File: src/hw/rtl/glyph_flag_coordinate_decoder_unit_defines.svh
// Assertion macros used by the decoder datapath.
`ifndef GLYPH_FLAG_COORDINATE_DECODER_UNIT_DEFINES_SVH
`define GLYPH_FLAG_COORDINATE_DECODER_UNIT_DEFINES_SVH

`ifndef SYNTH
// Checks that cons holds in the same cycle whenever ante holds.
`define GFCD_ASSERT_IMP(lbl, ante, cons, msg) \
	lbl: assert property (@(posedge clk) disable iff (!arst_n) (ante) |-> (cons)) \
		else $error(msg);
// Checks that cons holds in the cycle after ante holds.
`define GFCD_ASSERT_NXT(lbl, ante, cons, msg) \
	lbl: assert property (@(posedge clk) disable iff (!arst_n) (ante) |=> (cons)) \
		else $error(msg);
`else
`define GFCD_ASSERT_IMP(lbl, ante, cons, msg)
`define GFCD_ASSERT_NXT(lbl, ante, cons, msg)
`endif

`endif

File: src/hw/rtl/gfcd_pkg.sv
// Package with the shared widths, flag bit positions, phase codes and interface types.
`timescale 1ns / 1ps

package gfcd_pkg;

	localparam int BYTE_W             = 8;
	localparam int CNT_W              = 6;
	localparam int COORD_W            = 16;
	localparam int IDX_OUT_W          = 5;
	localparam int DEFAULT_MAX_POINTS = 32;

	// Flag byte bit positions.
	localparam int ON_CURVE_BIT = 0;
	localparam int X_SHORT_BIT  = 1;
	localparam int Y_SHORT_BIT  = 2;
	localparam int REPEAT_BIT   = 3;
	localparam int X_SAME_BIT   = 4;
	localparam int Y_SAME_BIT   = 5;

	// Decoding phase codes; bit 1 set means a coordinate phase.
	localparam logic [1:0] PH_IDLE  = 2'd0;
	localparam logic [1:0] PH_FLAGS = 2'd1;
	localparam logic [1:0] PH_X     = 2'd2;
	localparam logic [1:0] PH_Y     = 2'd3;

	// Commands from the controller to the datapath.
	typedef struct packed {
		logic accept;
		logic fill;
		logic drain;
	} gfcd_cmd_t;

	// Status from the datapath to the controller.
	typedef struct packed {
		logic acc_to_fill;
		logic acc_to_drain;
		logic fill_more;
		logic fill_to_coords;
		logic drain_ok;
		logic drain_stop;
	} gfcd_sts_t;

	// One decoded coordinate as presented on the output.
	typedef struct packed {
		logic                      axis;
		logic [IDX_OUT_W-1:0]      point_index;
		logic signed [COORD_W-1:0] coord;
		logic                      on_curve;
		logic                      last_of_run;
		logic                      glyph_done;
	} gfcd_result_t;

endpackage

File: src/hw/rtl/gfcd_datapath.sv
// Datapath: flag store, counters, running coordinate, result hold and output registers.
`timescale 1ns / 1ps
`include "glyph_flag_coordinate_decoder_unit_defines.svh"

module gfcd_datapath import gfcd_pkg::*; #(
	parameter int MAX_POINTS = DEFAULT_MAX_POINTS
) (
	input  logic               clk,
	input  logic               arst_n,
	input  gfcd_cmd_t          cmd,
	output gfcd_sts_t          sts,
	input  logic [BYTE_W-1:0]  data_byte,
	input  logic               glyph_start,
	input  logic [CNT_W-1:0]   point_count,
	output logic               res_valid,
	input  logic               res_ready,
	output gfcd_result_t       res
);

	localparam int IDX_W = (MAX_POINTS > 1) ? $clog2(MAX_POINTS) : 1;
	localparam logic [CNT_W-1:0] MAX_CNT = CNT_W'(MAX_POINTS);

	logic [BYTE_W-1:0]  flags_q [MAX_POINTS];
	logic [1:0]         phase_q;
	logic [CNT_W-1:0]   cnt_q;
	logic [CNT_W-1:0]   total_q;
	logic               rep_q;
	logic [BYTE_W-1:0]  held_q;
	logic [COORD_W-1:0] run_q;
	logic [BYTE_W:0]    hb_q;
	logic [BYTE_W-1:0]  rep_left_q;
	logic               hold_v_q;
	gfcd_result_t       hold_q;
	logic               out_v_q;
	gfcd_result_t       out_q;

	logic [BYTE_W-1:0]  cur_flag;
	logic               is_y;
	logic               short_bit;
	logic               same_bit;
	logic               cnt_lt_total;
	logic [CNT_W-1:0]   cnt_inc;
	logic [CNT_W-1:0]   pc_clamped;
	logic [CNT_W-1:0]   e_cnt;
	logic [CNT_W-1:0]   e_cnt_inc;
	logic [CNT_W-1:0]   e_total;
	logic               e_rep;
	logic               e_flags;
	logic               acc_fill;
	logic               acc_coord;
	logic               acc_flag_end;
	logic               acc_emit;
	logic [COORD_W-1:0] byte_ext;
	logic [COORD_W-1:0] word_delta;
	logic [COORD_W-1:0] run_short;
	logic [COORD_W-1:0] run_word;
	logic [COORD_W-1:0] new_run;
	logic               drain_step;
	logic               drain_emit;
	logic               drain_finish;
	logic               emit;
	logic               move_hold;
	logic               out_free;
	gfcd_result_t       new_res;
	gfcd_result_t       moved_res;

	assign cur_flag     = flags_q[cnt_q[IDX_W-1:0]];
	assign is_y         = (phase_q == PH_Y);
	assign short_bit    = is_y ? cur_flag[Y_SHORT_BIT] : cur_flag[X_SHORT_BIT];
	assign same_bit     = is_y ? cur_flag[Y_SAME_BIT] : cur_flag[X_SAME_BIT];
	assign cnt_lt_total = (cnt_q < total_q);
	assign cnt_inc      = cnt_q + 1'b1;

	always_comb begin
		pc_clamped = point_count;
		if (point_count == '0) begin
			pc_clamped = CNT_W'(1);
		end else if (point_count > MAX_CNT) begin
			pc_clamped = MAX_CNT;
		end
	end

	// A start beat restarts the glyph before its byte is taken as a flag.
	assign e_cnt     = glyph_start ? '0 : cnt_q;
	assign e_cnt_inc = e_cnt + 1'b1;
	assign e_total   = glyph_start ? pc_clamped : total_q;
	assign e_rep     = glyph_start ? 1'b0 : rep_q;
	assign e_flags   = glyph_start || (phase_q == PH_FLAGS);

	assign acc_fill     = e_flags && e_rep;
	assign acc_coord    = !glyph_start && phase_q[1] && cnt_lt_total;
	assign acc_flag_end = e_flags && !e_rep && !data_byte[REPEAT_BIT] && (e_cnt_inc >= e_total);
	assign acc_emit     = cmd.accept && acc_coord && (short_bit || hb_q[BYTE_W]);

	assign byte_ext   = {{(COORD_W-BYTE_W){1'b0}}, data_byte};
	assign word_delta = {hb_q[BYTE_W-1:0], data_byte};
	assign run_short  = same_bit ? (run_q + byte_ext) : (run_q - byte_ext);
	assign run_word   = run_q + word_delta;
	assign new_run    = !cmd.accept ? run_q : (short_bit ? run_short : run_word);

	assign out_free = !out_v_q || res_ready;

	assign sts.acc_to_fill    = acc_fill;
	assign sts.acc_to_drain   = acc_flag_end || acc_coord;
	assign sts.fill_more      = (rep_left_q != '0) && cnt_lt_total;
	assign sts.fill_to_coords = !cnt_lt_total;
	assign sts.drain_ok       = !hold_v_q || out_free;
	assign sts.drain_stop     = !phase_q[1] || (!cnt_lt_total && is_y) ||
		(cnt_lt_total && (short_bit || !same_bit));

	assign drain_step   = cmd.drain && sts.drain_ok;
	assign drain_finish = drain_step && sts.drain_stop;
	assign drain_emit   = drain_step && !sts.drain_stop && cnt_lt_total;
	assign emit         = acc_emit || drain_emit;
	assign move_hold    = hold_v_q && (emit || drain_finish);

	always_comb begin
		new_res             = '0;
		new_res.axis        = is_y;
		new_res.point_index = cnt_q[IDX_OUT_W-1:0];
		new_res.coord       = new_run;
		new_res.on_curve    = cur_flag[ON_CURVE_BIT];
		new_res.last_of_run = 1'b0;
		new_res.glyph_done  = is_y && (cnt_inc == total_q);
	end

	// The result leaving the hold is marked as the last one when the walk stops.
	always_comb begin
		moved_res             = hold_q;
		moved_res.last_of_run = drain_finish;
	end

	// Decoding state.
	always_ff @(posedge clk or negedge arst_n) begin
		if (!arst_n) begin
			phase_q    <= PH_IDLE;
			cnt_q      <= '0;
			total_q    <= '0;
			rep_q      <= 1'b0;
			held_q     <= '0;
			run_q      <= '0;
			hb_q       <= '0;
			rep_left_q <= '0;
		end else if (cmd.accept) begin
			if (glyph_start) begin
				total_q <= pc_clamped;
				phase_q <= PH_FLAGS;
				cnt_q   <= '0;
				rep_q   <= 1'b0;
				held_q  <= '0;
				run_q   <= '0;
				hb_q    <= '0;
			end
			if (e_flags) begin
				if (e_rep) begin
					rep_left_q <= data_byte;
					rep_q      <= 1'b0;
				end else begin
					cnt_q <= e_cnt_inc;
					if (data_byte[REPEAT_BIT]) begin
						rep_q  <= 1'b1;
						held_q <= data_byte;
					end
					if (acc_flag_end) begin
						phase_q <= PH_X;
						cnt_q   <= '0;
						run_q   <= '0;
						hb_q    <= '0;
					end
				end
			end else if (acc_coord) begin
				if (short_bit) begin
					run_q <= run_short;
					cnt_q <= cnt_inc;
				end else if (hb_q[BYTE_W]) begin
					run_q <= run_word;
					hb_q  <= '0;
					cnt_q <= cnt_inc;
				end else begin
					hb_q <= {1'b1, data_byte};
				end
			end
		end else if (cmd.fill) begin
			if (sts.fill_more) begin
				cnt_q      <= cnt_inc;
				rep_left_q <= rep_left_q - 1'b1;
			end else if (!cnt_lt_total) begin
				phase_q <= PH_X;
				cnt_q   <= '0;
				run_q   <= '0;
				hb_q    <= '0;
			end
		end else if (drain_step) begin
			if (sts.drain_stop) begin
				if (is_y && !cnt_lt_total) begin
					phase_q <= PH_IDLE;
				end
			end else if (!cnt_lt_total) begin
				phase_q <= PH_Y;
				cnt_q   <= '0;
				run_q   <= '0;
				hb_q    <= '0;
			end else begin
				cnt_q <= cnt_inc;
			end
		end
	end

	// Flag store: at most one entry written per cycle, on an accepted flag byte or a fill step.
	always_ff @(posedge clk) begin
		if (cmd.accept && e_flags && !e_rep) begin
			flags_q[e_cnt[IDX_W-1:0]] <= data_byte;
		end else if (cmd.fill && sts.fill_more) begin
			flags_q[cnt_q[IDX_W-1:0]] <= held_q;
		end
	end

	// The hold stage keeps the newest result until it is known whether another follows.
	always_ff @(posedge clk or negedge arst_n) begin
		if (!arst_n) begin
			hold_v_q <= 1'b0;
			out_v_q  <= 1'b0;
		end else begin
			if (emit) begin
				hold_v_q <= 1'b1;
			end else if (drain_finish) begin
				hold_v_q <= 1'b0;
			end
			if (move_hold) begin
				out_v_q <= 1'b1;
			end else if (res_ready) begin
				out_v_q <= 1'b0;
			end
		end
	end

	always_ff @(posedge clk) begin
		if (emit) begin
			hold_q <= new_res;
		end
		if (move_hold) begin
			out_q <= moved_res;
		end
	end

	assign res_valid = out_v_q;
	assign res       = out_q;

	`GFCD_ASSERT_IMP(a_cnt_within_total, phase_q != PH_IDLE, cnt_q <= total_q, "point counter passed the point count")
	`GFCD_ASSERT_IMP(a_total_bounded, 1'b1, total_q <= MAX_CNT, "point count above the store depth")
	`GFCD_ASSERT_IMP(a_accept_hold_empty, cmd.accept, !hold_v_q, "beat accepted with a result still held")
	`GFCD_ASSERT_IMP(a_move_needs_room, move_hold, out_free, "held result moved over an untaken one")
	`GFCD_ASSERT_IMP(a_repeat_in_flags, rep_q, phase_q == PH_FLAGS, "repeat count pending outside the flag phase")

endmodule

File: src/hw/rtl/gfcd_controller.sv
// Controller state machine: sequences beat acceptance, flag repeat fill and coordinate drain.
`timescale 1ns / 1ps

module gfcd_controller import gfcd_pkg::*; (
	input  logic      clk,
	input  logic      arst_n,
	input  logic      in_valid,
	output logic      in_ready,
	output gfcd_cmd_t cmd,
	input  gfcd_sts_t sts
);

	typedef enum logic [2:0] {
		S_IDLE  = 3'b001,
		S_FILL  = 3'b010,
		S_DRAIN = 3'b100
	} gfcd_state_t;

	gfcd_state_t state_q;
	gfcd_state_t state_d;

	always_comb begin
		state_d    = state_q;
		cmd        = '0;
		in_ready   = 1'b0;
		case (state_q)
			S_IDLE: begin
				in_ready   = 1'b1;
				cmd.accept = in_valid;
				if (in_valid) begin
					if (sts.acc_to_fill) begin
						state_d = S_FILL;
					end else if (sts.acc_to_drain) begin
						state_d = S_DRAIN;
					end
				end
			end
			S_FILL: begin
				cmd.fill = 1'b1;
				if (!sts.fill_more) begin
					state_d = sts.fill_to_coords ? S_DRAIN : S_IDLE;
				end
			end
			S_DRAIN: begin
				cmd.drain = 1'b1;
				if (sts.drain_ok && sts.drain_stop) begin
					state_d = S_IDLE;
				end
			end
			default: begin
				state_d = S_IDLE;
			end
		endcase
	end

	always_ff @(posedge clk or negedge arst_n) begin
		if (!arst_n) begin
			state_q <= S_IDLE;
		end else begin
			state_q <= state_d;
		end
	end

endmodule

File: src/hw/rtl/glyph_flag_coordinate_decoder_unit.sv
// Top level of the simple-glyph flag and coordinate decoder.
`timescale 1ns / 1ps

// The decoder takes the point data of a simple glyph one byte per beat, starting
// at the first flag byte, which carries the start mark and the point count. It
// expands run-length repeated flags into a store of MAX_POINTS entries, then
// decodes the x deltas and the y deltas against those flags and returns one
// beat per point and axis with the absolute coordinate, wrapping at 16 bits.
// Coordinates that take no bytes ("same as previous") come out on their own,
// right after the byte before them or after the final flag; tlast marks the
// last result beat caused by an input beat, and tuser bit 1 marks the last y
// coordinate of the glyph. One beat is worked on at a time. A repeat count
// byte has its held flag written into the store entry by entry, since the
// store has a single write port and is filled one entry a cycle; when it
// completes the flag list, the walk over the coordinates that need no byte
// follows. A coordinate byte, and a flag byte that ends the flag list, are
// followed by the same walk, which releases each further result that needs
// no byte and changes from x to y where the x list ends; these steps walk
// the store one point a cycle while the master side keeps up. Results leave
// through a one-beat hold and an output register, so the next input beat
// is taken while the last result still waits on the master side; a stalled
// master side stops the decoder only when a further result has to be pushed
// out. Bytes that arrive with no glyph in progress are taken and dropped, and
// a start beat abandons any glyph that is still being decoded.
module glyph_flag_coordinate_decoder_unit import gfcd_pkg::*; #(
	parameter int MAX_POINTS = DEFAULT_MAX_POINTS
) (
	input  logic        clk,
	input  logic        arst_n,
	// Slave side: input bytes.
	input  logic        s_tvalid,
	output logic        s_tready,
	input  logic [15:0] s_tdata,  // [7:0] data_byte, [13:8] point_count, [15:14] zero
	input  logic [0:0]  s_tuser,  // [0] glyph_start
	// Master side: decoded coordinates.
	output logic        m_tvalid,
	input  logic        m_tready,
	output logic [23:0] m_tdata,  // [4:0] point_index, [20:5] coord, [21] on_curve, [23:22] zero
	output logic [1:0]  m_tuser,  // [0] axis, [1] glyph_done
	output logic        m_tlast   // last_of_run
);

	gfcd_cmd_t    cmd;
	gfcd_sts_t    sts;
	gfcd_result_t res;

	// The controller only sequences; every piece of decoding state sits in the datapath.
	gfcd_controller u_ctrl (
		.clk      (clk),
		.arst_n   (arst_n),
		.in_valid (s_tvalid),
		.in_ready (s_tready),
		.cmd      (cmd),
		.sts      (sts)
	);

	gfcd_datapath #(
		.MAX_POINTS (MAX_POINTS)
	) u_dp (
		.clk         (clk),
		.arst_n      (arst_n),
		.cmd         (cmd),
		.sts         (sts),
		.data_byte   (s_tdata[7:0]),
		.glyph_start (s_tuser[0]),
		.point_count (s_tdata[13:8]),
		.res_valid   (m_tvalid),
		.res_ready   (m_tready),
		.res         (res)
	);

	// Pack the result fields onto the master side, lowest field first.
	assign m_tdata = {2'b00, res.on_curve, res.coord, res.point_index};
	assign m_tuser = {res.glyph_done, res.axis};
	assign m_tlast = res.last_of_run;

endmodule
File: config.mk
export PLATFORM = sky130hd
export DESIGN_NAME = glyph_flag_coordinate_decoder_unit
export DESIGN_NICKNAME = d
export VERILOG_FILES = /design/src/hw/rtl/gfcd_pkg.sv /design/src/hw/rtl/gfcd_datapath.sv /design/src/hw/rtl/gfcd_controller.sv /design/src/hw/rtl/glyph_flag_coordinate_decoder_unit.sv
export VERILOG_INCLUDE_DIRS = /design/src /design/src/hw/rtl
export SDC_FILE = /design/constraint.sdc
export NUM_CORES = 1
export LEC_CHECK = 0
export BUFFER_PORTS_ARGS = -buffer_cell sky130_fd_sc_hd__buf_2
export CAP_MARGIN = 40
export CORE_ASPECT_RATIO = 0.8
export CORE_MARGIN = 5
export CORE_UTILIZATION = 25
export DETAILED_ROUTE_END_ITERATION = 8
export PLACE_DENSITY = 0.42
export SETUP_SLACK_MARGIN = 0.3
export SLEW_MARGIN = 10
export SYNTH_ARGS = -nofsm -noshare
export SYNTH_HDL_FRONTEND = slang
export SYNTH_SLANG_ARGS = --single-unit
export TNS_END_PERCENT = 1
File: constraint.sdc
create_clock -name clk -period 5.5 [get_ports clk]
set_input_delay 0.55 -clock clk [delete_from_list [all_inputs] [get_ports clk]]
set_output_delay 0.55 -clock clk [all_outputs]
set_load 0.02 [all_outputs]
; ---- Yosys cells after proc, flatten, opt, wreduce, memory -nomap -nowiden
; Memory sizes are Yosys's and may differ from the RTL's.
; Cells that the tools add are included.
[totals]
reg_bits = 110
mem_bits_rw = 256
n_memories = 1
[memory_table]
columns = memory, words, width, rd, rd_clocked_by_memory_dff, wr, line
row1 = u_dp.flags_q, 32, 8, 1, 0, 1, gfcd_datapath.sv:23  ; logic [BYTE_W-1:0] flags_q [MAX_POINTS];
[classes]
addsub = 6
magnitude_cmp = 3
n_eq_ne = 18
n_mux = 96
reduce_logical = 53
[ops]
columns = operator, n
row1 = 16-bit 2-to-1 mux, 16
row2 = 9-bit 2-to-1 mux, 13
row3 = 6-bit 2-to-1 mux, 17
row4 = 8-bit 2-to-1 mux, 10
row5 = 2-bit 2-to-1 mux, 12
row6 = 1-bit logical AND, 21
row7 = 1-bit 2-to-1 mux, 20
row8 = 3-bit 2-to-1 mux, 6
row9 = 16-bit adder, 1
row10 = 16-bit by 8-bit adder with 16-bit output, 1
row11 = 16-bit by 8-bit subtractor with 16-bit output, 1
row12 = 6-bit by 1-bit adder with 6-bit output (second input constant), 2
row13 = 3-bit by 2-bit != test with 1-bit output (second input constant), 4
row14 = 1-bit logical OR, 10
row15 = 1-bit logical NOT, 9
row16 = 3-bit case mux with 3 select lines, 1
row17 = 2-bit != test (second input constant), 4
row18 = 4-bit AND reduction, 2
row19 = 2-bit nonzero test, 4
row20 = 8-bit nonzero test, 1
row21 = 8-bit OR reduction, 1
row22 = 8-bit by 1-bit subtractor with 8-bit output (second input constant), 1
row23 = 6-bit == test, 1
row24 = 6-bit greater-or-equal comparator, 1
row25 = other kinds (16), 17

; ---- Longest topological paths before layout
[logic_depth]
depth_word = 13
depth_mapped = 22

; ---- Modules after synthesis
; Synthesis repeated with hierarchy kept, for this count alone.
[hier_totals]
hier_cells = 1100
hier_area_um2 = 13603.0
[modules_own_cells]
columns = mod, n_inst, cells_each, area_per_inst_um2, seq_area_each_um2
row1 = gfcd_datapath, 1, 1074, 13377.8, 7652.3
row2 = gfcd_controller, 1, 23, 206.4, 76.3
row3 = glyph_flag_coordinate_decoder_unit, 1, 3, 18.8, 0.0

; ---- Worst setup path before layout
; OpenSTA, ideal clock, no wires.
[synth_timing]
kind = reg-to-reg
startpoint = register u_dp.cnt_q[0]
endpoint = register u_dp.out_q, in the netlist u_dp.res[0], enable pin
t_arrival_ps = 5194
slack_ps = -78
stages_incl_launch_ff = 9
period_less_slack_ps = 5578
cell_sequence = dfrtp_1 > buf_4 > mux4_2 > mux4_2 > mux4_2 > inv_1 > nand3_1 > o31ai_1 > o21a_1
[synth_between]
elab_chain_len = 12
elab_cells_between_ends = 22
cone_classes = order compare (1) / mux (2) / reduce/logical (18) / memory (1)
[synth_rtl]
columns = item, line
row1 = "start, declared", gfcd_datapath.sv:25  ; logic [CNT_W-1:0] cnt_q;
row2 = "start signal, assigned", gfcd_datapath.sv:159  ; cnt_q <= e_cnt_inc;
row3 = "start signal, assigned", gfcd_datapath.sv:174  ; cnt_q <= cnt_inc;
row4 = "start signal, assigned", gfcd_datapath.sv:178  ; cnt_q <= cnt_inc;
row5 = memory read 32 x 8 bit, -
row6 = 1-bit 2-to-1 mux, gfcd_datapath.sv:70  ; assign same_bit = is_y ? cur_flag[Y_SAME_BIT] : cur_flag[X_SAME_BIT];
row7 = 1-bit logical NOT, gfcd_datapath.sv:109  ; (cnt_lt_total && (short_bit || !same_bit));
row8 = 1-bit logical OR, gfcd_datapath.sv:109
row9 = 1-bit logical AND, gfcd_datapath.sv:109
row10 = 1-bit logical OR, gfcd_datapath.sv:108  ; assign sts.drain_stop = !phase_q[1] || (!cnt_lt_total && is_y) ||
row11 = 1-bit logical NOT, gfcd_datapath.sv:113  ; assign drain_emit = drain_step && !sts.drain_stop && cnt_lt_total;
row12 = 1-bit logical AND (2 in a row), gfcd_datapath.sv:113
row13 = 1-bit logical OR *, gfcd_datapath.sv:114  ; assign emit = acc_emit || drain_emit;
row14 = via u_dp.emit, gfcd_datapath.sv:61  ; logic emit;
row15 = 1-bit logical OR *, gfcd_datapath.sv:115  ; assign move_hold = hold_v_q && (emit || drain_finish);
row16 = 1-bit logical AND *, gfcd_datapath.sv:115
row17 = via u_dp.move_hold, gfcd_datapath.sv:62  ; logic move_hold;
row18 = "end signal, assigned", gfcd_datapath.sv:242  ; out_q <= moved_res;
row19 = "end, declared", gfcd_datapath.sv:35  ; gfcd_result_t out_q;
; The timed path passes the listed nets; every way through them passes the cells marked *.
; A chain may end at the register's enable or synchronous reset.

==> run metrics <==
run status=finished clean; clock root cell=clkbuf_16; Synth Area in Compound Gates=13.0%; CTS Sinks=267; top-level I/O count=50; switching share of power=40.1%; Slew HR=39.7%; first-pass GRT wire length=60700 um; critical path data required time=5.81 ns; post-synthesis simple-gate area fraction=11.3%; Die Y=219 um; Synth cell types=79; Hold Crit Depth=3; asr flop ratio synth=21.7%; via count=9434; Post-DRT Antenna Nets=0; VDD IR-drop max=0.314 mV; Placement Setup Slack=-0.0904 ns; Initial Util=25.3%; all-layer global routing usage=13.3%; Max Cap Viol=0; Gate Count Post-Synth=1113; Pleak=0.00582 uW; Detailed Route Iter0 Violations=767; post-synthesis mux area share=8.79%; placed inst area=15000 um^2; CP Launch Type=register; Clk Latency, worst-skew pair=0.58 ns; XOR/XNOR Fraction of Synth Area=2.70%; worst min-delay path category=in -> reg; R2R setup slack=0.56 ns; nets=1273; filler cell count=5450; crit path time final=4.94 ns; TNS Setup=0 ns; Core ar.=53900 um^2; DR WL/cell=20.7 um; Via density=4.89; post-synth top area share=46.1%; Commonest cells post-synth=edfxtp_1, nand2_1, nor2_1; Port Buf Inserts=45; area added between synthesis and finish=19.3%; area leader, netlist=edfxtp_1; routed wire length=39900 um; Worst Setup Path Type=reg -> reg; Psw=3680 uW; Main synth FF type=edfxtp_1; Yosys warnings=0; grt ovf=0; vias in the first global route=9247; CP dominant cell by count=buf_4; cts bufs inserted=31; CTS tree=built; Layout Cells excl Fill=1930; hpwl dp=28300 um; initial antenna violation count=0; slowest cell delay on critical path=0.50 ns; mapped cell area=13600 um^2; Internal=5480 uW; Worst Reg2Reg Path Length in Cells=20; Synth area leaders=edfxtp_1, dfrtp_1, mux4_2, ha_1, nand2_1; FP Rows=76; Worst setup EP type=register; #FFs+latches synth=267; largest net degree at the start of global routing=52; die area=59300 um^2; Setup violations, final=0; GP Congestion=0.830; worst path cell trace=buf_4 -> mux4_2 -> mux2_2 -> a31oi_4 -> nand4_4 -> nand2_4 -> o31ai_1 -> xnor2_1 -> ha_1 -> o21a_1 -> a2111oi_4 -> buf_4 -> o21ai_1 -> a211oi_2 -> nor3_1 -> o41ai_2 -> buf_4 -> a21oi_1 -> o31ai_1 -> a22oi_1; f_max=202 MHz; fin crit share=89.8%; slowest CP cell=mux4_2; DRC violations left=0; Post-synth EDFFs=209; drt pass-1 iters=6; Comb power frac=47.3%; CP delay by family, top=compound AO/OA/AOI/OAI gates; crit-path max FO=4; Power Density=564 nW/um^2; arrival time at the worst endpoint=5.25 ns; Final Cell Area=16300 um^2; CTS clk-pin slew, worst paths=0.06 ns; Max Root-Sink Buffers=3; part of the Yosys area used for sequential elements=56.7%; die width=271 um; synthesized-area fraction occupied by adder cells=4.68%; Antenna diodes=0; critical path buffer and inverter count=3; Syn Area/Cell=12.2 um^2; Final Max Slew Viols=0; fin worst setup slack=0.562 ns; H-tree levels=1; Fin. Hold Viols=0; Clk pwr share=23.6%; worst hold endpoint=u_dp.res_valid; sequential power share=29.0%; largest family of logic cells by synthesized area=compound AO/OA/AOI/OAI gates; fraction of layout cells with a size suffix above 1=19.5%; Placed Cells=1870; Hold Startpoint=m_tready; critical register-to-register path startpoint=u_dp.cnt_q[0]; RSZ-0062 raised after global routing=yes; Worst Max-Slew Pin Slew=0.893 ns; Clock Skews=0.0161 ns; WHS=0.259 ns; reg-to-reg endpoint=u_dp.hold_q[18]; cell with the most instances after synthesis=edfxtp_1
layer usage:
metal | wire [um] | track usage, % | up-vias
met1 | 21400 | 21.7 | 4773
li1 | - | - | 4419
met4 | 639 | 2.37 | 0
met5 | 0 | 0 | -
met3 | 1950 | 2.02 | 38
met2 | 16000 | 18.5 | 204
power groups by stage:
stage	sequential (uW)	clock (uW)	combinational, uW
2_1_floorplan	2640	0	2810
3_3_place_gp	2700	0	4170
3_5_place_dp	2700	0	4180
4_1_cts	2660	2220	4270
5_1_grt	2690	2310	4760
6_report	2660	2160	4340
state kept, by name (all words and copies together), names as in the netlist:
signal / cells
u_dp.flags_q: 160
u_dp.res: 25
u_dp.hold_q: 24
u_dp.run_q: 16
u_dp.hb_q: 9
u_dp.rep_left_q: 8
u_dp.cnt_q: 6
u_dp.total_q: 6
u_dp.held_q: 5
u_ctrl.state_q: 3
u_dp.phase_q: 2
u_dp.hold_v_q: 1
u_dp.rep_q: 1
u_dp.res_valid: 1
worst max-delay path by stage:
stage / slack [ns] / start / end / depth (start not counted)
finish: 0.56 / u_dp.cnt_q[0] / u_dp.hold_q[18] / 20
global route: 0.25 / u_dp.cnt_q[0] / u_dp.hold_q[18] / 20
CTS: 0.30 / u_dp.cnt_q[0] / u_dp.hold_q[17] / 20
detailed placement: -0.09 / u_dp.cnt_q[0] / u_dp.hold_q[18] / 21
global placement: -0.17 / u_dp.cnt_q[0] / u_dp.hold_q[18] / 21
floorplan: 0.31 / u_dp.cnt_q[0] / u_dp.hold_q[18] / 19
cell type report:
cell class / count / area [um^2] / share of cell area [%]
Clock inverter: 23 / 287 / 1.76
Sequential cell: 267 / 7730 / 47.6
Timing Repair Buffer: 108 / 749 / 4.61
Tap cell: 702 / 878 / 5.40
Clock buffer: 35 / 791 / 4.87
Inverter: 41 / 154 / 0.947
Multi-Input combinational cell: 754 / 5660 / 34.8
worst register-to-register path, stage by stage (launching register included):
cell and delay (ns):
dfrtp_2 0.45, buf_4 0.15, mux4_2 0.50, mux2_2 0.31, a31oi_4 0.22, nand4_4 0.17
nand2_4 0.13, o31ai_1 0.09, xnor2_1 0.24, ha_1 0.29, o21a_1 0.23, a2111oi_4 0.39
buf_4 0.18, o21ai_1 0.10, a211oi_2 0.27, nor3_1 0.10, o41ai_2 0.30, buf_4 0.16
a21oi_1 0.07, o31ai_1 0.22, a22oi_1 0.11
logic make-up (layout without fill, tap and decap cells):
kind of cell / Yosys count / count (layout)
and+or+nand+nor: 320 / 320
buffers and inverters: 93 / 207
muxes: 70 / 70
AOI/OAI and AO/OA: 270 / 270
other: 1 / 2
xor gates and xnor gates: 42 / 42
adders and majority gates: 50 / 50
DFF: 267 / 267
cell usage in the layout, fill, tap and decap left out, drive strengths merged, types with 9 or more instances in the layout:
cell type  Yosys  layout
nor2          91      91
edfxtp       209     209
xor2           9       9
o21ai         73      73
xnor2         33      33
nand3         24      24
o21a           9       9
a22o          13      13
mux2i         24      24
or2            9       9
ha            47      47
clkbuf        34      35
nor3b         16      16
nand2        110     110
dfrtp         57      57
a31oi         11      11
mux4          39      39
nand2b        14      14
a22oi         12      12
o31ai         10      10
clkinv         2      12
buf           18     107
a21o          13      13
nor3          15      15
a21oi         57      57
inv           39      42
nand4          9       9
through the flow:
step	total power, uW	utilization, %
after detailed placement	6880	27.9
after global routing	9750	30.1
after global placement	6870	27.8
after floorplan	5450	-
final	9160	30.1
after CTS	9150	30.0
what timing repair did:
| item | 4_1_cts | 5_1_grt |
|---|---|---|
| pin swaps | 3 | 7 |
| buffers inserted | 1 | 0 |
| hold endpoints to repair | 14 | 0 |
| endpoints found under the setup margin | 9 | 9 |
| resized for setup | 12 | 13 |
| hold buffers | 1 | 0 |
Note: power is estimated with default switching activity, not from simulation.
